### config.mk
export PLATFORM = sky130hd
export DESIGN_NAME = pocsag_codeword_decoder_top_flat
export DESIGN_NICKNAME = d
export VERILOG_FILES = /design/src/pcd_pkg.sv /design/src/pcd_stream_if.sv /design/src/pcd_datapath.sv /design/src/pcd_ctrl.sv /design/src/pocsag_codeword_decoder_top.sv /design/src/flat_wrapper.sv
export SDC_FILE = /design/constraint.sdc
export NUM_CORES = 1
export LEC_CHECK = 0
export BUFFER_PORTS_ARGS = -buffer_cell sky130_fd_sc_hd__buf_2
export CORE_MARGIN = 1.5
export CORE_UTILIZATION = 30
export CTS_CLUSTER_SIZE = 16
export DETAILED_ROUTE_END_ITERATION = 10
export SYNTH_ARGS = -nofsm -noshare
export SYNTH_HDL_FRONTEND = slang
export SYNTH_SLANG_ARGS = --single-unit
### constraint.sdc
create_clock -name clk_i -period 15.1 [get_ports clk_i]
set_input_delay 0 -clock clk_i [delete_from_list [all_inputs] [get_ports clk_i]]
set_output_delay 0 -clock clk_i [all_outputs]
set_load 0.05 [all_outputs]
### src/pcd_pkg.sv
// Package for the POCSAG codeword decoder: constants, types and helper functions.
// Used by the datapath, controller, top and both bench files; depends on nothing.
package pcd_pkg;

  localparam int unsigned MsgChars = 64;
  localparam int unsigned LenW = $clog2(MsgChars + 1);
  localparam int unsigned IdxW = (MsgChars > 1) ? $clog2(MsgChars) : 1;

  localparam logic [31:0] SyncWord = 32'h7CD215D8;
  localparam logic [31:0] IdleWord = 32'h7A89C197;
  localparam logic [31:0] MsgFlag  = 32'h80000000;
  localparam logic [17:0] AddrMask = 18'h3FFFF;
  localparam logic [19:0] DataMask = 20'hFFFFF;
  localparam logic [10:0] BchGen   = 11'h769;

  localparam logic [1:0] ModeData  = 2'd0;
  localparam logic [1:0] ModeTick  = 2'd1;
  localparam logic [1:0] ModeFlush = 2'd2;

  localparam logic RegNibbleReverse = 1'b0;
  localparam logic RegTimeout       = 1'b1;

  // Controller to datapath commands.
  typedef struct packed {
    logic shift_byte;   // shift input byte into window
    logic flush_hunt;   // clear window and hunt state
    logic chk_load;     // load codeword into the checker
    logic chk_flip;     // try next single-bit flip
    logic open_msg;     // open message from corrected address word
    logic app_nib;      // append nibble app_sel of the corrected word
    logic clr_idle;     // clear idle tick count
    logic tick;         // count one idle tick
    logic close_msg;    // close open message
    logic out_load;     // load output register with char at rd index minus one
    logic rd_inc;       // advance drain index
    logic rd_clr;       // restart drain index
    logic [2:0] app_sel;
  } pcd_cmd_t;

  // Datapath to controller status.
  typedef struct packed {
    logic word_done;    // a full codeword completed with the last byte
    logic chk_ok;       // current candidate passes
    logic chk_last;     // current candidate is the last flip
    logic is_idle;
    logic is_msg;
    logic msg_open;
    logic msg_full;
    logic msg_empty;
    logic timed_out;    // tick count reached timeout after increment
    logic rd_last;      // drain index has advanced past the last character
  } pcd_stat_t;

  function automatic logic [6:0] char_of(input logic [3:0] nib);
    logic [6:0] c;
    case (nib)
      4'hA, 4'hC: c = 7'h20;
      4'hB:       c = 7'h55;
      4'hD:       c = 7'h2D;
      4'hE:       c = 7'h28;
      4'hF:       c = 7'h29;
      default:    c = 7'h30 + {3'd0, nib};
    endcase
    return c;
  endfunction

  // Syndrome of bits 31..1 by g(x), 21 reduction steps over the full 31-bit word.
  function automatic logic [9:0] bch_rem(input logic [30:0] r);
    logic [30:0] x;
    x = r;
    for (int b = 30; b >= 10; b--) begin
      if (x[b]) x[b -: 11] = x[b -: 11] ^ BchGen;
    end
    return x[9:0];
  endfunction

endpackage

### src/pcd_stream_if.sv
// Valid/ready channel carrying a generic payload.
// Depends on nothing.
interface pcd_stream_if #(parameter int unsigned W = 8);
  logic valid;
  logic ready;
  logic [W-1:0] data;
  modport source (output valid, output data, input ready);
  modport sink (input valid, input data, output ready);
endinterface

### src/pcd_datapath.sv
// Datapath: sync window, BCH checker, message store and output register.
// Depends on pcd_pkg.
module pcd_datapath (
  input  logic              clk_i,
  input  logic              rst_ni,
  input  logic [7:0]        byte_i,
  input  logic              cfg_we_i,
  input  logic              cfg_idx_i,
  input  logic [15:0]       cfg_data_i,
  input  pcd_pkg::pcd_cmd_t cmd_i,
  output pcd_pkg::pcd_stat_t stat_o,
  output logic [36:0]       out_o
);
  logic [31:0] win_q;
  logic [2:0]  fill_q;
  logic        batch_q;
  logic [1:0]  bpos_q;
  logic [3:0]  slot_q, wslot_q;
  logic [31:0] cw_q;
  logic [5:0]  flip_q;
  logic        nrev_q;
  logic [15:0] tmo_q, idle_q;
  logic        open_q;
  logic [20:0] addr_q;
  logic [1:0]  func_q;
  logic [pcd_pkg::LenW-1:0] len_q, rd_q;
  logic [3:0]  mem [pcd_pkg::MsgChars];
  logic [3:0]  rdat_q;
  logic [31:0] cand, nw;
  logic [3:0]  nib, nibr;

  assign nw = {win_q[23:0], byte_i};
  // flip_q 0 is the word as received, 1..32 flip bit 0..31
  always_comb begin
    cand = cw_q;
    if (flip_q != 6'd0) cand = cw_q ^ (32'd1 << (flip_q[4:0] - 5'd1));
  end

  always_comb begin
    case (cmd_i.app_sel)
      3'd0: nib = cand[30:27];
      3'd1: nib = cand[26:23];
      3'd2: nib = cand[22:19];
      3'd3: nib = cand[18:15];
      default: nib = cand[14:11];
    endcase
    nibr = nrev_q ? {nib[0], nib[1], nib[2], nib[3]} : nib;
  end

  assign stat_o.word_done = batch_q && (bpos_q == 2'd3);
  assign stat_o.chk_ok = (pcd_pkg::bch_rem(cand[31:1]) == 10'd0) && !(^cand);
  assign stat_o.chk_last = (flip_q == 6'd32);
  assign stat_o.is_idle = (cand == pcd_pkg::IdleWord);
  assign stat_o.is_msg = (cand & pcd_pkg::MsgFlag) != 32'd0;
  assign stat_o.msg_open = open_q;
  assign stat_o.msg_full = (len_q >= pcd_pkg::LenW'(pcd_pkg::MsgChars));
  assign stat_o.msg_empty = (len_q == '0);
  assign stat_o.timed_out = ((idle_q == 16'hFFFF) ? idle_q : idle_q + 16'd1) >=
                            ((tmo_q == 16'd0) ? 16'd1 : tmo_q);
  assign stat_o.rd_last = (rd_q == len_q);

  always_ff @(posedge clk_i) begin
    if (cmd_i.app_nib && !stat_o.msg_full) mem[len_q[pcd_pkg::IdxW-1:0]] <= nibr;
    rdat_q <= mem[rd_q[pcd_pkg::IdxW-1:0]];
    if (cmd_i.chk_load) cw_q <= nw;
    if (cmd_i.out_load)
      out_o <= {addr_q, func_q, pcd_pkg::char_of(rdat_q), 6'(rd_q - 1'b1),
                stat_o.rd_last};
  end
  // out_load is issued in the cycle after rd_inc, so rd_q-1 is the index whose
  // data sits in rdat_q; the last char is the one where the advanced index
  // equals the length.

  always_ff @(posedge clk_i or negedge rst_ni) begin
    if (!rst_ni) begin
      win_q <= '0; fill_q <= '0; batch_q <= 1'b0; bpos_q <= '0; slot_q <= '0;
      wslot_q <= '0; flip_q <= '0; nrev_q <= 1'b0; tmo_q <= 16'd1000;
      idle_q <= '0; open_q <= 1'b0; addr_q <= '0; func_q <= '0; len_q <= '0;
      rd_q <= '0;
    end else begin
      if (cfg_we_i) begin
        if (cfg_idx_i == pcd_pkg::RegNibbleReverse) nrev_q <= cfg_data_i[0];
        else tmo_q <= cfg_data_i;
      end
      if (cmd_i.shift_byte) begin
        win_q <= nw;
        if (!batch_q) begin
          if (fill_q < 3'd4) fill_q <= fill_q + 3'd1;
          if (fill_q >= 3'd3 && nw == pcd_pkg::SyncWord) begin
            batch_q <= 1'b1; bpos_q <= '0; slot_q <= '0;
          end
        end else begin
          bpos_q <= bpos_q + 2'd1;
          if (bpos_q == 2'd3) begin
            wslot_q <= slot_q;
            slot_q <= slot_q + 4'd1;
            if (slot_q == 4'd15) begin batch_q <= 1'b0; fill_q <= '0; end
          end
        end
      end
      if (cmd_i.flush_hunt) begin
        win_q <= '0; fill_q <= '0; batch_q <= 1'b0; bpos_q <= '0; slot_q <= '0;
      end
      if (cmd_i.chk_load) flip_q <= '0;
      if (cmd_i.chk_flip) flip_q <= flip_q + 6'd1;
      if (cmd_i.tick && idle_q != 16'hFFFF) idle_q <= idle_q + 16'd1;
      if (cmd_i.clr_idle) idle_q <= '0;
      if (cmd_i.app_nib && !stat_o.msg_full) len_q <= len_q + 1'b1;
      if (cmd_i.close_msg) begin
        open_q <= 1'b0; len_q <= '0; addr_q <= '0; func_q <= '0; idle_q <= '0;
      end
      if (cmd_i.open_msg) begin
        open_q <= 1'b1; len_q <= '0; idle_q <= '0;
        addr_q <= {cand[30:13] & pcd_pkg::AddrMask, wslot_q[3:1]};
        func_q <= cand[12:11];
      end
      if (cmd_i.rd_clr) rd_q <= '0;
      if (cmd_i.rd_inc) rd_q <= rd_q + 1'b1;
    end
  end
endmodule

### src/pcd_ctrl.sv
// Controller: sequences byte handling, codeword correction, ticks, flushes and message drain.
// Depends on pcd_pkg.
module pcd_ctrl (
  input  logic               clk_i,
  input  logic               rst_ni,
  input  logic               in_valid_i,
  output logic               in_ready_o,
  input  logic [1:0]         mode_i,
  output logic               out_valid_o,
  input  logic               out_ready_i,
  input  pcd_pkg::pcd_stat_t stat_i,
  output pcd_pkg::pcd_cmd_t  cmd_o
);
  typedef enum logic [3:0] {
    S_IDLE, S_CHECK, S_ACT, S_APPEND, S_DRAIN_RD, S_DRAIN_LD, S_DRAIN_OUT,
    S_CLOSE, S_POST
  } state_e;
  state_e state_q;
  logic [2:0] sel_q;
  logic post_open_q;
  logic acc;

  assign in_ready_o = (state_q == S_IDLE);
  assign acc = in_valid_i && in_ready_o;
  assign out_valid_o = (state_q == S_DRAIN_OUT);

  always_comb begin
    cmd_o = '0;
    cmd_o.app_sel = sel_q;
    unique case (state_q)
      S_IDLE: if (acc && mode_i == pcd_pkg::ModeData) cmd_o.shift_byte = 1'b1;
        else if (acc && mode_i == pcd_pkg::ModeTick && stat_i.msg_open) cmd_o.tick = 1'b1;
      S_CHECK: if (!stat_i.chk_ok && !stat_i.chk_last) cmd_o.chk_flip = 1'b1;
      S_APPEND: if (!stat_i.msg_full) begin
          cmd_o.app_nib = 1'b1;
          if (sel_q == 3'd4) cmd_o.clr_idle = 1'b1;
        end
      S_DRAIN_RD: cmd_o.rd_inc = 1'b1;
      S_DRAIN_LD: cmd_o.out_load = 1'b1;
      S_DRAIN_OUT: ;
      S_CLOSE: begin cmd_o.close_msg = 1'b1; cmd_o.rd_clr = 1'b1; end
      S_POST: if (post_open_q) cmd_o.open_msg = 1'b1;
      default: ;
    endcase
    if (state_q == S_IDLE && acc && mode_i == pcd_pkg::ModeData && stat_i.word_done)
      cmd_o.chk_load = 1'b1;
    if (state_q == S_IDLE && acc && mode_i == pcd_pkg::ModeFlush)
      cmd_o.flush_hunt = 1'b1;
  end

  always_ff @(posedge clk_i or negedge rst_ni) begin
    if (!rst_ni) begin
      state_q <= S_IDLE; sel_q <= '0; post_open_q <= 1'b0;
    end else begin
      unique case (state_q)
        S_IDLE: if (acc) begin
            post_open_q <= 1'b0;
            unique case (mode_i)
              pcd_pkg::ModeData: if (stat_i.word_done) state_q <= S_CHECK;
              pcd_pkg::ModeTick: if (stat_i.msg_open && stat_i.timed_out)
                  state_q <= stat_i.msg_empty ? S_CLOSE : S_DRAIN_RD;
              pcd_pkg::ModeFlush: state_q <= stat_i.msg_empty ? S_CLOSE : S_DRAIN_RD;
              default: ;
            endcase
          end
        S_CHECK: if (stat_i.chk_ok) state_q <= S_ACT;
          else if (stat_i.chk_last) state_q <= S_IDLE;
        S_ACT: if (stat_i.is_idle) begin
            state_q <= (stat_i.msg_open && !stat_i.msg_empty) ? S_DRAIN_RD : S_CLOSE;
          end else if (!stat_i.is_msg) begin
            post_open_q <= 1'b1;
            state_q <= (stat_i.msg_open && !stat_i.msg_empty) ? S_DRAIN_RD : S_CLOSE;
          end else if (stat_i.msg_open) begin
            sel_q <= '0; state_q <= S_APPEND;
          end else state_q <= S_IDLE;
        S_APPEND: if (stat_i.msg_full) state_q <= S_DRAIN_RD;
          else if (sel_q == 3'd4) state_q <= S_IDLE;
          else sel_q <= sel_q + 3'd1;
        S_DRAIN_RD: state_q <= S_DRAIN_LD;
        S_DRAIN_LD: state_q <= S_DRAIN_OUT;
        S_DRAIN_OUT: if (out_ready_i)
            state_q <= stat_i.rd_last ? S_CLOSE : S_DRAIN_RD;
        S_CLOSE: state_q <= S_POST;
        S_POST: state_q <= S_IDLE;
        default: state_q <= S_IDLE;
      endcase
    end
  end
endmodule

### src/pocsag_codeword_decoder_top.sv
// POCSAG codeword decoder: byte sync hunt, BCH(31,21) single-bit correction,
// numeric message assembly. A byte completing a codeword is checked, then with
// each single-bit flip in turn, decoded, its five nibbles appended if a
// message word; a message drains char by char via store read, output load and
// handshake (stalls on ready), then closes; no new item is taken until done.
// Async active-low reset; config resets to nibble reversal off, timeout 1000.
module pocsag_codeword_decoder_top (
  input  logic clk_i,
  input  logic rst_ni,
  input  logic cfg_we_i,
  input  logic cfg_idx_i,
  input  logic [15:0] cfg_data_i,
  pcd_stream_if.sink   in_if,
  pcd_stream_if.source out_if
);
  pcd_pkg::pcd_cmd_t  cmd;
  pcd_pkg::pcd_stat_t stat;

  pcd_ctrl u_ctrl (
    .clk_i, .rst_ni,
    .in_valid_i(in_if.valid), .in_ready_o(in_if.ready), .mode_i(in_if.data[9:8]),
    .out_valid_o(out_if.valid), .out_ready_i(out_if.ready),
    .stat_i(stat), .cmd_o(cmd)
  );

  pcd_datapath u_dp (
    .clk_i, .rst_ni, .byte_i(in_if.data[7:0]),
    .cfg_we_i, .cfg_idx_i, .cfg_data_i,
    .cmd_i(cmd), .stat_o(stat), .out_o(out_if.data)
  );
endmodule

### src/flat_wrapper.sv
// flat-port wrapper written by rule: the top's interface ports become plain ports
module pocsag_codeword_decoder_top_flat 
  (clk_i, rst_ni, cfg_we_i, cfg_idx_i, cfg_data_i, in_if_valid, in_if_data, in_if_ready, out_if_valid, out_if_data, out_if_ready);
  pcd_stream_if #(.W(10)) in_if_i ();
  pcd_stream_if #(.W(37)) out_if_i ();
  input  logic clk_i;
  input  logic rst_ni;
  input  logic cfg_we_i;
  input  logic cfg_idx_i;
  input  logic [15:0] cfg_data_i;
  input wire logic [$bits(in_if_i.valid)-1:0] in_if_valid;
  input wire logic [$bits(in_if_i.data)-1:0] in_if_data;
  output wire logic [$bits(in_if_i.ready)-1:0] in_if_ready;
  output wire logic [$bits(out_if_i.valid)-1:0] out_if_valid;
  output wire logic [$bits(out_if_i.data)-1:0] out_if_data;
  input wire logic [$bits(out_if_i.ready)-1:0] out_if_ready;
  assign in_if_i.valid = in_if_valid;
  assign in_if_i.data = in_if_data;
  assign in_if_ready = in_if_i.ready;
  assign out_if_valid = out_if_i.valid;
  assign out_if_data = out_if_i.data;
  assign out_if_i.ready = out_if_ready;
  pocsag_codeword_decoder_top u_core (.clk_i(clk_i), .rst_ni(rst_ni), .cfg_we_i(cfg_we_i), .cfg_idx_i(cfg_idx_i), .cfg_data_i(cfg_data_i), .in_if(in_if_i), .out_if(out_if_i));
endmodule
After elaboration in Yosys (flattened, before gate mapping). Memories as Yosys holds them, arrays and structs flattened. A register that Yosys moved wholly into a read port is not among the register bits. Cells that the tools add are included.

Bits in registers: 192. Bits in writable memories: 256. Input bits: 32. Output and inout port bits: 39. Word-level logic and storage cells: 264. Memories: 1.

$add $sub $neg: 11. Order comparisons: 4. Eq/ne operators: 43. Shifts and indexed selects: 1. Mux-type cells: 112. Bitwise logic cells: 23. Reduce and logical (&&, ||, !) cells: 49.

Memories: u_core.u_dp.mem (depth 64, width 4, rd ports 1, clocked after memory_dff 1, wr ports 1, line pcd_datapath.sv:27) `logic [3:0] mem [pcd_pkg::MsgChars];`.

Operators by type and width (number): 2-to-1 mux 10 bit (21); NOT 6 bit (21); 2-to-1 mux 16 bit (6); == test 32 x 31 -> 1 bit (second input constant) (2); 2-to-1 mux 4 bit (14); 2-to-1 mux 24 bit (2); 2-to-1 mux 21 bit (2); 2-to-1 mux 3 bit (13); 2-to-1 mux 7 bit (5); case mux 7 bit (5 select lines) (1); == test 4 bit (second input constant) (8); 2-to-1 mux 32 bit (1); case mux 4 bit (8 select lines) (1); parity 32 bit (1); << shifter 1 x 5 -> 32 bit (first input constant) (1); XOR 32 bit (1); 2-to-1 mux 1 bit (28); 2-to-1 mux 2 bit (12); adder 16 x 1 -> 16 bit (second input constant) (1); == test 16 bit (second input constant) (1); == test 4 x 3 -> 1 bit (second input constant) (4); greater-or-equal comparator 16 bit (1); logical AND 1 bit (16); logical NOT 16 bit (1); 49 further kinds (79).

Logic depth before layout (Yosys ltp). Gate-level depths: netlist of the first run.

Depth in word-level cells: 53. Gate-level depth with buffers: 25.

Hierarchy. From an unflattened synthesis of the first run, not the netlist that was laid out.

Cells, all modules: 1484. Area, all modules: 21195.3 um2.

Modules (own cells, without submodules): pcd_datapath (instances 1, cells each 1393, area an instance 20408.3 um2, sequential area each 12699.7 um2); pcd_ctrl (instances 1, cells each 91, area an instance 787.0 um2, sequential area each 200.2 um2).

Worst setup path before layout of the first run. No wires, ideal clock.

Path type: reg2reg. Start: register u_core.u_dp.flip_q[0]. End: register u_core.u_dp.flip_q[3]. Library setup time: 0.136 ns. Data arrival time: 5.655 ns. Setup slack: 9.309 ns. Stages on the path, launching flop included: 22. Buffers on the path: 2. Cell sequence: dfrtp_1 -> clkbuf_1 -> inv_1 -> ha_1 -> buf_2 -> nor2b_1 -> o31a_1 -> nor3_2 -> nand2_1 -> xor2_1 -> ha_1 -> xnor3_2 -> xor3_2 -> xnor3_2 -> xnor3_2 -> xnor2_4 -> xnor3_1 -> mux2i_1 -> a211oi_2 -> o221ai_2 -> nand4_1 -> mux2i_1.

Word-level cells in the longest chain between the ends: 45. Elaborated cells between the ends (all ways): 60.

RTL lines: start, declared (line pcd_datapath.sv:20) `logic [5:0] flip_q;`; start signal, assigned (line pcd_datapath.sv:105) `if (cmd_i.chk_flip) flip_q <= flip_q + 6'd1;`; subtractor 5 x 1 -> 5 bit (line pcd_datapath.sv:36) `if (flip_q != 6'd0) cand = cw_q ^ (32'd1 << (flip_q[4:0] - 5'd1));`; << shifter 1 x 5 -> 32 bit (line pcd_datapath.sv:36); XOR 32 bit (line pcd_datapath.sv:36); 2-to-1 mux 32 bit (line pcd_datapath.sv:36); NOT 6 bit (no line) or 2-to-1 mux 10 bit (tied branches); 2-to-1 mux 10 bit or NOT 6 bit (tied branches); NOT 6 bit (no line) or 2-to-1 mux 10 bit (tied branches); 2-to-1 mux 10 bit or NOT 6 bit (tied branches); (+29 left out); 2-to-1 mux 10 bit (line pcd_pkg.sv:72) `if (x[b]) x[b -: 11] = x[b -: 11] ^ BchGen;`; logical NOT 10 bit (line pcd_datapath.sv:51) `assign stat_o.chk_ok = (pcd_pkg::bch_rem(cand[31:1]) == 10'd0) && !(^cand);`; logical AND 1 bit (line pcd_datapath.sv:51); logical NOT 1 bit (line pcd_ctrl.sv:33) `S_CHECK: if (!stat_i.chk_ok && !stat_i.chk_last) cmd_o.chk_flip = 1'b1;`; logical AND 1 bit (line pcd_ctrl.sv:33); 2-to-1 mux 1 bit (line pcd_ctrl.sv:33); 2-to-1 mux 1 bit (line pcd_ctrl.sv:30) `unique case (state_q)`; 2-to-1 mux 6 bit or nonzero test 2 bit (tied branches).

Several ways; a longest one is shown, not always the timed one. A chain may end at the register's enable or synchronous reset.

Worst setup path in the final report of the first run.
Start: register u_core.u_dp.flip_q[1]. End: register u_core.u_dp.flip_q[0].

Word-level cells in the longest chain between the ends: 45. Elaborated cells between the ends (all ways): 59.

RTL lines (line): subtractor 5 x 1 -> 5 bit (pcd_datapath.sv:36); << shifter 1 x 5 -> 32 bit (pcd_datapath.sv:36); XOR 32 bit (pcd_datapath.sv:36); 2-to-1 mux 32 bit (pcd_datapath.sv:36); NOT 6 bit (no line) or 2-to-1 mux 10 bit (tied branches); 2-to-1 mux 10 bit or NOT 6 bit (tied branches); NOT 6 bit (no line) or 2-to-1 mux 10 bit (tied branches); 2-to-1 mux 10 bit or NOT 6 bit (tied branches); (+29 left out); 2-to-1 mux 10 bit (pcd_pkg.sv:72); logical NOT 10 bit (pcd_datapath.sv:51); logical AND 1 bit (pcd_datapath.sv:51); logical NOT 1 bit (pcd_ctrl.sv:33); logical AND 1 bit (*) (pcd_ctrl.sv:33); 2-to-1 mux 1 bit (*) (pcd_ctrl.sv:33); 2-to-1 mux 1 bit (*) (pcd_ctrl.sv:30); 2-to-1 mux 6 bit or nonzero test 2 bit (tied branches).

Mark *: on every way between the ends. The rest lies on a longest branch, timed or not.

==> results of run 1 <==
cells in the mapped netlist (12+ instances only):
master	n
sky130_fd_sc_hd__a21oi_1	20
sky130_fd_sc_hd__a22o_1	24
sky130_fd_sc_hd__and3_1	12
sky130_fd_sc_hd__buf_1	14
sky130_fd_sc_hd__clkbuf_1	51
sky130_fd_sc_hd__dfrtp_1	116
sky130_fd_sc_hd__edfxtp_1	325
sky130_fd_sc_hd__ha_1	55
sky130_fd_sc_hd__inv_1	62
sky130_fd_sc_hd__mux2_2	22
sky130_fd_sc_hd__mux2i_1	16
sky130_fd_sc_hd__mux4_2	84
sky130_fd_sc_hd__nand2_1	117
sky130_fd_sc_hd__nand3_1	50
sky130_fd_sc_hd__nand4_1	16
sky130_fd_sc_hd__nor2_1	131
sky130_fd_sc_hd__nor3_1	21
sky130_fd_sc_hd__o21ai_0	75
sky130_fd_sc_hd__xnor2_1	103
sky130_fd_sc_hd__xnor3_1	16
sky130_fd_sc_hd__xor2_1	52
through the flow:
step           std cells  utilization, %  area, um2  power, W  worst slack [ns]
2_1_floorplan       1544               -      21700   0.00462              9.31
3_3_place_gp        2508            32.3      23100   0.00524              8.76
3_5_place_dp        2508            32.3      23100   0.00530              8.46
4_1_cts             2624            34.9      25000   0.00651              8.40
5_1_grt             2625            35.0      25000   0.00685              8.03
6_report            2625            35.0      25000   0.00648              8.37
layout by cell type (no fill, tap or decap), types with 28 or more instances in the layout:
cell,Yosys,routed
sky130_fd_sc_hd__nand3_1,50,50
sky130_fd_sc_hd__xnor2_1,103,103
sky130_fd_sc_hd__xor2_1,52,52
sky130_fd_sc_hd__edfxtp_1,325,325
sky130_fd_sc_hd__nand2_1,117,117
sky130_fd_sc_hd__nor2_1,131,130
sky130_fd_sc_hd__clkbuf_16,0,47
sky130_fd_sc_hd__dlygate4sd3_1,0,28
sky130_fd_sc_hd__inv_1,62,62
sky130_fd_sc_hd__mux4_2,84,84
sky130_fd_sc_hd__ha_1,55,55
sky130_fd_sc_hd__buf_2,3,69
sky130_fd_sc_hd__o21ai_0,75,75
sky130_fd_sc_hd__dfrtp_1,116,114
kinds of logic (layout without fill, tap and decap cells):
| group | after synthesis | after routing |
|---|---|---|
| compound gates | 185 | 185 |
| mux | 122 | 122 |
| flops | 451 | 451 |
| xor+xnor | 187 | 187 |
| buf+inv | 133 | 263 |
| simple gates | 411 | 411 |
| other cells | 0 | 1 |
| fa+ha+maj | 55 | 55 |
state kept, by name, summed over array words and instances (netlist names), 2 cells and up:
register,count
u_core.u_ctrl.sel_q,3
u_core.u_dp.func_q,2
u_core.u_dp.win_q,24
u_core.u_dp.tmo_q,16
u_core.u_dp.rdat_q,4
u_core.u_dp.flip_q,6
u_core.u_dp.mem,256
u_core.u_dp.addr_q,21
u_core.u_dp.bpos_q,2
u_core.u_dp.len_q,7
u_core.u_dp.fill_q,3
u_core.u_dp.idle_q,16
u_core.u_ctrl.state_q,4
u_core.u_dp.slot_q,4
u_core.u_dp.wslot_q,3
u_core.u_dp.out_o,37
u_core.u_dp.rd_q,7
u_core.u_dp.cw_q,32
final cells by class:
| cell class | instances | share of cell area [%] |
|---|---|---|
| sequential | 451 | 51.7 |
| clock inverter | 30 | 1.36 |
| clock buffer | 58 | 4.99 |
| tap | 950 | 4.76 |
| inverter | 62 | 0.931 |
| antenna | 1 | 0.0100 |
| multi-input combinational | 960 | 33.3 |
| timing repair buffer | 113 | 2.98 |
routing by layer:
layer | share of wire (%) | up-vias | global-route usage, %
met4 | 2.5 | 0 | 4.14
li1 | - | 5922 | -
met3 | 6.5 | 82 | 2.39
met5 | 0 | - | 0
met2 | 47 | 378 | 21.4
met1 | 44 | 6394 | 18.1
path summary, 6_finish.rpt:
| check | end | slack [ns] | cells after the start |
|---|---|---|---|
| max | u_core.u_dp.flip_q[0]$_DFFE_PN0P_ | 8.37 | 19 |
| min | u_core.u_dp.batch_q$_DFFE_PN0P_ | 0.07 | 4 |
| max reg2reg | u_core.u_dp.flip_q[0]$_DFFE_PN0P_ | 8.37 | 19 |
| min reg2reg | u_core.u_dp.out_o[34]$_DFFE_PP_ | 0.44 | 0 |
| max in group asynchronous | u_core.u_dp.tmo_q[13]$_DFFE_PN0P_ | 13.69 | 3 |
| min in group asynchronous | u_core.u_dp.addr_q[5]$_DFFE_PN0P_ | 0.13 | 2 |
timing repair:
action	in CTS	in global routing
endpoints found under the hold margin	106	0
setup buffers	0	0
resized for setup	0	0
endpoints found under the setup margin	0	0
hold buffers	28	0
tightest hold or removal path: cells and delay by family:
kind	cells	cell delay, ns
fa+ha+maj	1	0.27
simple gates	1	0.16
compound gates	1	0.06
buf+inv	1	0.12
power breakdown:
group / total, W / leakage [nW] / internal, W / switching [W]
clock network: 0.00117 / 0.761 / 0.000679 / 0.000493
logic: 0.00350 / 3.87 / 0.00162 / 0.00188
registers: 0.00180 / 4.60 / 0.00167 / 0.000137
total: 0.00648 / 9.23 / 0.00397 / 0.00251
==> impl_metrics.ini, run 1 <==
[timing]
period_needed_ns = 6.73
timing_worst_slew_pin_value_ns = 1.19
rsz0062_at_grt = no
skew_ns = 0.0267
layout_worst_path_cycle_share_pct = 44.6
drv_slew = 0
fin_hold_ws_ns = 0.0666
report.final.setup_viol = 0
timing.final.hold_violations = 0
max_freq_mhz = 149
post_route_setup_tns_ns = 0
slew-limit-headroom_pct = 20.9

[synthesis]
yosys_most_used_dff = sky130_fd_sc_hd__edfxtp_1
synth_cell_type_count = 82
yosys.area_share.adder_pct = 3.17
mean_syn_cell_area_um2 = 14.0
synth_compound_gate_area_share_pct = 5.82
async_reset_ff_share_pct = 27.1
combinational_family_with_the_most_area_after_synthesis = multiplexers
sequential_fraction_of_the_synthesis_area_pct = 59.5
synth_xor_area_share_pct = 9.60
synth_area_leaders = sky130_fd_sc_hd__edfxtp_1 (45%), sky130_fd_sc_hd__dfrtp_1 (13%), sky130_fd_sc_hd__mux4_2 (8.7%)
yosys_warnings = 0
fraction_of_synthesized_area_in_multiplexers_pct = 10.6
syn_area_mm2 = 0.0217
synth_top_cell_by_area = sky130_fd_sc_hd__edfxtp_1
yosys.area_share.simple_pct = 8.92
synthesis.instances = 1544
postSynthNetCount = 1631
synth_seq_cells = 451
synth_edf_count = 325
yosysTopAreaCellShare_pct = 45.0

[drt]
drc = 0
drtPass1Iterations = 5
routedWlPerCell_um = 18.6
drt.antenna.violating_nets = 0
via_to_cell_ratio = 4.87
finalWirelength_um = 48700
via_count = 12800
dr.first_iter.drc_count = 1086

[place]
detailedPlacementHpwl_um = 33300
place.gp.congestion = 0.884
numPortBuffers = 70

[worst_setup_path]
worst_path_largest_cell_delay_ns = 0.51
timing.critical_path.buf_inv = 2
arrival_ns = 7.18
critical_path.top_delay_family = XOR/XNOR gates
path_max_fanout = 11
criticalPathCategory = reg -> reg
cp_cell_sequence = inv_1, ha_1, nor2b_1, o31a_1, nor3_1, xnor2_1, inv_1, ha_1, xnor3_2, xor3_2, xnor3_2, xnor3_2, xnor2_4, xnor3_1, mux2i_1, a211oi_2, o221ai_2, nand3_2, mux2i_1
crit-reg2reg-launch = u_core.u_dp.flip_q[1]$_DFFE_PN0P_
worstSetupStartpointType = register
timing.critical_path.mode_cell = sky130_fd_sc_hd__xnor3_2
timing.critical_path.slowest_stage_cell = sky130_fd_sc_hd__dfrtp_1
worst_ep_required_time_ns = 15.55
worstSetupEndpointType = register
timing.critical_path.from = u_core.u_dp.flip_q[1]$_DFFE_PN0P_

[finish]
synthToLayoutAreaGrowth_pct = 15.2
post_route_cells_drive_above_1_share_pct = 18.6
nets = 1722
final-seq-area_mm2 = 0.0129
multiInputGateArea_mm2 = 0.00832
fillCellCount = 6810

[clock_network]
ctsRootBufferMaster = sky130_fd_sc_hd__clkbuf_16
clock_insertion_delay_worst_skew_ns = 0.60
tritoncts = done
cts_buffers = 47
cts_htree_levels = 2
deepest_clock_path_buffer_count = 3
clock_sink_count = 451
clk_transition_reported_paths_ns = 0.05

[floorplan]
floorplan.die_area_mm2 = 0.0739
die_width_um = 272
core-area_mm2 = 0.0715
ioPinCount = 71
std_cell_rows = 98
floorplan.die.height_um = 272
initial_utilization_pct = 30.3

[run_status]
run_status = finished clean

[global_route]
groute.usage.overall_pct = 13.2
antenna_violations_before_repair = 1
first_pass_grt_wire_length_um = 76000
grt_pass1_vias = 13000
grt_start_max_net_pins = 71
gr-total-overflow = 0

[pwr]
power-per-cell-area_mw_per_mm2 = 259
ir_drop_mv = 0.424
power_leakage_nw = 9.23

[hold_path]
hold_path.startpoint = in_if_data[9]
min_path_type = in -> reg

[job]
cap_viol_max_count = 0
(Power assumes the default switching activity.)
==> inputs of run 2 (changes only) <==
==> constraint.sdc (replaced) <==
create_clock -name clk_i -period 6.82 [get_ports clk_i]
set_input_delay 0 -clock clk_i [delete_from_list [all_inputs] [get_ports clk_i]]
set_output_delay 0 -clock clk_i [all_outputs]
set_load 0.05 [all_outputs]
==> impl_metrics.ini, run 2 (synthesis gave the netlist of run 1 again) <==
[clock_network]
clock_sink_count = 451
clk_transition_reported_paths_ns = 0.06
deepest_clock_path_buffer_count = 3
post-cts-setup-buffers = 0
clock_insertion_delay_worst_skew_ns = 0.63
ctsRootBufferMaster = sky130_fd_sc_hd__clkbuf_16
cts_buffers = 47
cts_htree_levels = 2
tritoncts = done

[timing]
period_needed_ns = 6.31
report.final.setup_viol = 0
post_route_setup_tns_ns = 0
drv_slew = 0
slew-limit-headroom_pct = 19.1
layout_worst_path_cycle_share_pct = 92.5
max_freq_mhz = 159
rsz0062_at_grt = no
timing_worst_slew_pin_value_ns = 1.21
skew_ns = 0.0714
timing.final.hold_violations = 0

[drt]
via_to_cell_ratio = 4.85
drtPass1Iterations = 5
dr.first_iter.drc_count = 1003
routedWlPerCell_um = 18.5
finalWirelength_um = 48700
drc = 0
via_count = 12700
drt.antenna.violating_nets = 0

[finish]
post_route_cells_drive_above_1_share_pct = 18.9
mostFrequentLayoutCells = sky130_fd_sc_hd__edfxtp_1 (325), sky130_fd_sc_hd__nor2_1 (130), sky130_fd_sc_hd__nand2_1 (117)
largest_register_ff_count = 256
nets = 1727
fillCellCount = 6766
final_cell_area_mm2 = 0.0251
insertedDiodeCount = 0
synthToLayoutAreaGrowth_pct = 16.0
layout_commonest_cell = sky130_fd_sc_hd__edfxtp_1

[worst_setup_path]
worst_ep_required_time_ns = 7.27
reg2reg_to = u_core.u_dp.flip_q[0]$_DFFE_PN0P_
arrival_ns = 6.75
timing.critical_path.from = u_core.u_dp.flip_q[0]$_DFFE_PN0P_
worstSetupEndpointType = register
crit-reg2reg-launch = u_core.u_dp.flip_q[0]$_DFFE_PN0P_
regToRegSetupSlack_ns = 0.51
worstRegToRegCells = 19
worstSetupStartpointType = register
worstSetupEndpoint = u_core.u_dp.flip_q[0]$_DFFE_PN0P_
criticalPathCategory = reg -> reg
path_max_fanout = 12

[hold_path]
min_path_type = in -> reg
min_path_cells = 4

[pwr]
power.switching_fraction_pct = 38.5
finalPower_w = 0.0145
internal_pwr_total_w = 0.00893
logic_pwr_share_pct = 53.6
switching_power_w = 0.00559
power_leakage_nw = 9.32
clock_share_of_power_pct = 18.9
ir_drop_mv = 1.03
share_seq_of_total_power_pct = 27.5
power-per-cell-area_mw_per_mm2 = 577

[floorplan]
floorplan.die.height_um = 272
ioPinCount = 71
floorplan.die_area_mm2 = 0.0739
die_width_um = 272
initial_utilization_pct = 30.3
std_cell_rows = 98
core-area_mm2 = 0.0715

[global_route]
gr-usage-met1_pct = 18.4
first_pass_grt_wire_length_um = 77000
antenna_violations_before_repair = 0
grt_pass1_vias = 13200
globalRouteMet3Util_pct = 1.96
groute.usage.overall_pct = 13.3
grt_start_max_net_pins = 65
groute.layer.met2.usage_pct = 21.7
grt_most_used_layer = met2
gr-total-overflow = 0

[place]
numPortBuffers = 70
dpl_cell_area_mm2 = 0.0231
detailedPlacementHpwl_um = 33600
place.gp.congestion = 0.874

[run_status]
run_status = finished clean

[job]
cap_viol_max_count = 0
run 2: how the worst min path moves through the flow:
stage	startpoint	endpoint	slack, ns
6_report	in_if_data[9]	u_core.u_dp.batch_q$_DFFE_PN0P_	0.11
3_5_place_dp	rst_ni	u_core.u_dp.addr_q[5]$_DFFE_PN0P_	-0.04
2_1_floorplan	rst_ni	u_core.u_ctrl.post_open_q$_DFFE_PN0P_	-0.30
3_3_place_gp	rst_ni	u_core.u_dp.addr_q[5]$_DFFE_PN0P_	-0.05
4_1_cts	in_if_data[9]	u_core.u_dp.batch_q$_DFFE_PN0P_	0.07
5_1_grt	in_if_data[9]	u_core.u_dp.batch_q$_DFFE_PN0P_	0.1
run 2: what timing repair did:
action | 4_1_cts | 5_1_grt
hold buffers | 31 | 0
endpoints found under the hold margin | 109 | 0
endpoints found under the setup margin | 0 | 6
gates resized for setup | 0 | 1
run 2: through the flow:
stage                     setup slack (ns)  std cells  hold slack (ns)  utilization (%)
after floorplan                       1.03       1544           -0.296                -
after global placement               0.628       2510          -0.0507             32.4
after CTS                            0.358       2628           0.0740             35.2
after global routing                 0.170       2628           0.0957             35.2
final                                0.513       2628            0.113             35.2
after detailed placement             0.359       2510          -0.0418             32.4
run 2: cell type report:
cell class / instances / area, um2 / area share, %
clock buffer: 58 / 1260 / 5.01
tap: 950 / 1190 / 4.73
clock inverter: 29 / 429 / 1.71
sequential: 451 / 12900 / 51.3
inverter: 62 / 233 / 0.925
timing repair buffer: 118 / 801 / 3.18
multi-input combinational: 960 / 8330 / 33.1
run 2: critical path, stage by stage (launching register included):
cell                       delay [ns]
sky130_fd_sc_hd__dfrtp_1         0.57
sky130_fd_sc_hd__inv_1           0.16
sky130_fd_sc_hd__ha_1            0.32
sky130_fd_sc_hd__or2_2           0.34
sky130_fd_sc_hd__o21ai_1         0.28
sky130_fd_sc_hd__nor3_1          0.15
sky130_fd_sc_hd__xnor2_2         0.35
sky130_fd_sc_hd__inv_1           0.17
sky130_fd_sc_hd__ha_1            0.40
sky130_fd_sc_hd__xnor3_2         0.48
sky130_fd_sc_hd__xor3_2          0.29
sky130_fd_sc_hd__xnor3_2         0.43
sky130_fd_sc_hd__xnor3_2         0.45
sky130_fd_sc_hd__xnor2_4         0.25
sky130_fd_sc_hd__xnor3_1         0.48
sky130_fd_sc_hd__mux2i_1         0.20
sky130_fd_sc_hd__a211oi_2        0.06
sky130_fd_sc_hd__o221ai_2        0.41
sky130_fd_sc_hd__nand3_2         0.21
sky130_fd_sc_hd__mux2i_1         0.17
run 2: metal layers:
metal  vias up  part of all wire [%]
li1       5914                     -
met1      6442                    46
met2       319                    48
met3        58                   4.8
met4         0                   1.9
met5         -                     0
run 2: power groups by stage:
| stage | logic [W] | registers (W) | clock network (W) |
|---|---|---|---|
| after floorplan | 0.00609 | 0.00414 | 0 |
| after global placement | 0.00755 | 0.00404 | 0 |
| after detailed placement | 0.00771 | 0.00405 | 0 |
| after CTS | 0.00778 | 0.00399 | 0.00281 |
| after global routing | 0.00841 | 0.00404 | 0.00292 |
| final | 0.00778 | 0.00399 | 0.00274 |
==> inputs of run 3 (changes only) <==
--- a/config.mk
+++ b/config.mk
@@ -5,6 +5,7 @@
 export SDC_FILE = /design/constraint.sdc
 export NUM_CORES = 1
 export LEC_CHECK = 0
+export ABC_AREA = 1
 export BUFFER_PORTS_ARGS = -buffer_cell sky130_fd_sc_hd__buf_2
 export CORE_MARGIN = 1.5
 export CORE_UTILIZATION = 30
==> impl_metrics.ini, run 3 <==
[synthesis]
post_synth_most_frequent_cells = sky130_fd_sc_hd__edfxtp_1 (325), sky130_fd_sc_hd__nand2_1 (319), sky130_fd_sc_hd__nor2_1 (275), sky130_fd_sc_hd__nand3_1 (205), sky130_fd_sc_hd__o21ai_0 (195)
yosysTopAreaCellShare_pct = 43.7
synthesis.instances = 2234
yosys_most_used_dff = sky130_fd_sc_hd__edfxtp_1
synth_cell_type_count = 58
post-synth-top-count-cell = sky130_fd_sc_hd__edfxtp_1
synth_seq_cells = 451
synth_area_leaders = sky130_fd_sc_hd__edfxtp_1 (44%), sky130_fd_sc_hd__dfrtp_1 (13%), sky130_fd_sc_hd__nand2_1 (5.4%)
mean_syn_cell_area_um2 = 9.99
syn_area_mm2 = 0.0223
postSynthNetCount = 2321
async_reset_ff_share_pct = 27.1
synth_top_cell_by_area = sky130_fd_sc_hd__edfxtp_1
sequential_fraction_of_the_synthesis_area_pct = 57.8
yosys_warnings = 0
synth_edf_count = 325

[pwr]
share_seq_of_total_power_pct = 28.2
switching_power_w = 0.00611
logic_pwr_share_pct = 52.0
clock_share_of_power_pct = 19.8
internal_pwr_total_w = 0.00725
power-per-cell-area_mw_per_mm2 = 520
ir_drop_mv = 0.626
power.switching_fraction_pct = 45.7
power_leakage_nw = 10.0

[clock_network]
clk_transition_reported_paths_ns = 0.06
cts_buffers = 49
clock_insertion_delay_worst_skew_ns = 0.63
tritoncts = done
cts_htree_levels = 2
clock_sink_count = 451
deepest_clock_path_buffer_count = 3
post-cts-setup-buffers = 0
ctsRootBufferMaster = sky130_fd_sc_hd__clkbuf_16

[worst_setup_path]
criticalPathCategory = reg -> reg
critical_path.top_delay_family = simple AND/OR/NAND/NOR gates
worstSetupEndpointType = register
arrival_ns = 6.50
timing.critical_path.slowest_stage_cell = sky130_fd_sc_hd__a21oi_2
worst_ep_required_time_ns = 7.29
timing.critical_path.buf_inv = 5
path_max_fanout = 13
worst_path_largest_cell_delay_ns = 0.49
timing.critical_path.mode_cell = sky130_fd_sc_hd__nand2_1
worstSetupStartpointType = register

[drt]
dr.first_iter.drc_count = 1450
drtPass1Iterations = 5
via_to_cell_ratio = 4.96
finalWirelength_um = 58100
routedWlPerCell_um = 17.5
via_count = 16500
drt.antenna.violating_nets = 0
drc = 0

[global_route]
grt_start_max_net_pins = 105
antenna_violations_before_repair = 1
gr-total-overflow = 0
grt_pass1_vias = 16000
first_pass_grt_wire_length_um = 90400
groute.usage.overall_pct = 15.2

[timing]
rsz0062_at_grt = no
skew_ns = 0.0479
post_route_setup_tns_ns = 0
timing_worst_slew_pin_value_ns = 1.11
period_needed_ns = 6.03
layout_worst_path_cycle_share_pct = 88.4
drv_slew = 0
crit_path_setup_slack_layout_ns = 0.791
fin_hold_ws_ns = 0.0406
timing.final.hold_violations = 0
report.final.setup_viol = 0
max_freq_mhz = 166
slew-limit-headroom_pct = 26.3

[finish]
insertedDiodeCount = 0
fillCellCount = 7349
largest_register_ff_count = 256
mostFrequentLayoutCells = sky130_fd_sc_hd__edfxtp_1 (325), sky130_fd_sc_hd__nand2_1 (319), sky130_fd_sc_hd__nor2_1 (274)
post_route_cells_drive_above_1_share_pct = 11.7
multiInputGateArea_mm2 = 0.00833
layout_commonest_cell = sky130_fd_sc_hd__edfxtp_1
synthToLayoutAreaGrowth_pct = 15.0
final-seq-area_mm2 = 0.0129
nets = 2409

[run_status]
run_status = finished clean

[floorplan]
core-area_mm2 = 0.0733
initial_utilization_pct = 30.4
std_cell_rows = 99
floorplan.die.height_um = 276
ioPinCount = 71
die_width_um = 276
floorplan.die_area_mm2 = 0.0761

[place]
numPortBuffers = 70
pre_cts_ws_ns = 0.835
detailedPlacementHpwl_um = 38500
place.gp.congestion = 0.888

[hold_path]
min_path_type = in -> reg

[job]
cap_viol_max_count = 0
==> run 3: cell types whose count changed after synthesis, sizes merged, moves of 20 or more <==
| cell | delta |
|---|---|
| nor2 | +153 |
| nand2 | +254 |
| xnor3 | -20 |
| a22o | -23 |
| o22ai | +36 |
| a21oi | +26 |
| nand3 | +167 |
| o21ai | +122 |
| mux2 | -22 |
| o221ai | +61 |
| mux4 | -84 |
| xnor2 | -73 |
| inv | +151 |
==> run 3: stage by stage <==
| step | instance area (um2) | total power (W) | cells | util (%) |
|---|---|---|---|---|
| 3_3_place_gp | 23700 | 0.0107 | 3199 | 32.4 |
| 2_1_floorplan | 22300 | 0.00912 | 2234 | - |
| 4_1_cts | 25700 | 0.0134 | 3321 | 35.0 |
| 6_report | 25700 | 0.0134 | 3321 | 35.0 |
| 5_1_grt | 25700 | 0.0144 | 3321 | 35.0 |
| 3_5_place_dp | 23700 | 0.0107 | 3199 | 32.4 |
==> run 3: logic make-up (layout without fill, tap and decap cells) <==
kind of cell	after synthesis	count (layout)	synth area share [%]
AOI/OAI and AO/OA	377	377	10.2
xor gates and xnor gates	100	100	4.29
muxes	1	1	0.0448
DFF	451	451	57.8
and+or+nand+nor	953	953	19.5
adders and majority gates	55	55	3.08
buffers and inverters	297	425	5.15
==> run 3: power by group through the flow <==
| stage | combinational (W) | sequential [W] | clock [W] |
|---|---|---|---|
| 6_report | 0.00695 | 0.00377 | 0.00264 |
| 5_1_grt | 0.00782 | 0.00381 | 0.00280 |
| 2_1_floorplan | 0.00522 | 0.00390 | 0 |
| 3_5_place_dp | 0.00687 | 0.00383 | 0 |
| 4_1_cts | 0.00694 | 0.00377 | 0.00269 |
| 3_3_place_gp | 0.00688 | 0.00382 | 0 |
==> run 3: worst paths after layout <==
kind | slack [ns] | to | cells after the start | startpoint
worst max-delay path | 0.79 | u_core.u_dp.flip_q[5]$_DFFE_PN0P_ | 41 | u_core.u_dp.flip_q[1]$_DFFE_PN0P_
worst min-delay path | 0.04 | u_core.u_dp.batch_q$_DFFE_PN0P_ | 5 | in_if_data[9]
worst max register to register | 0.79 | u_core.u_dp.flip_q[5]$_DFFE_PN0P_ | 41 | u_core.u_dp.flip_q[1]$_DFFE_PN0P_
worst min register to register | 0.44 | u_core.u_dp.cw_q[21]$_DFFE_PP_ | 0 | u_core.u_dp.win_q[13]$_DFFE_PN0P_
max in group asynchronous | 5.27 | u_core.u_dp.rd_q[0]$_DFFE_PN0P_ | 4 | rst_ni
min in group asynchronous | 0.51 | u_core.u_dp.tmo_q[9]$_DFFE_PN1P_ | 3 | rst_ni
==> run 3: what timing repair did <==
| action | 4_1_cts | 5_1_grt |
|---|---|---|
| endpoints found under the hold margin | 92 | 0 |
| endpoints found under the setup margin | 0 | 0 |
| hold buffers | 31 | 0 |
| gates resized for setup | 0 | 0 |
==> run 3: area by class of cell <==
class / count / share of cell area, %
clock buffers: 75 / 5.35
flip-flops and latches: 451 / 50.3
multi-input cells: 1486 / 32.5
clock inverters: 16 / 0.868
inverters: 215 / 3.18
well taps: 959 / 4.67
repair buffers: 119 / 3.19
==> run 3: tightest hold or removal path, stage by stage <==
cell and delay [ns]:
sky130_fd_sc_hd__buf_2 0.11, sky130_fd_sc_hd__ha_1 0.19, sky130_fd_sc_hd__nor2_1 0.13, sky130_fd_sc_hd__nand2_1 0.08, sky130_fd_sc_hd__o21ai_0 0.06
==> run 3: per-layer routing <==
metal	track usage (%)	part of all wire [%]	up-vias	routed length [um]
li1	-	-	7973	-
met1	21.0	46	7966	26600
met2	23.9	45	451	26400
met3	2.67	5.9	98	3410
met4	5.41	2.8	0	1640
met5	0	0	-	0
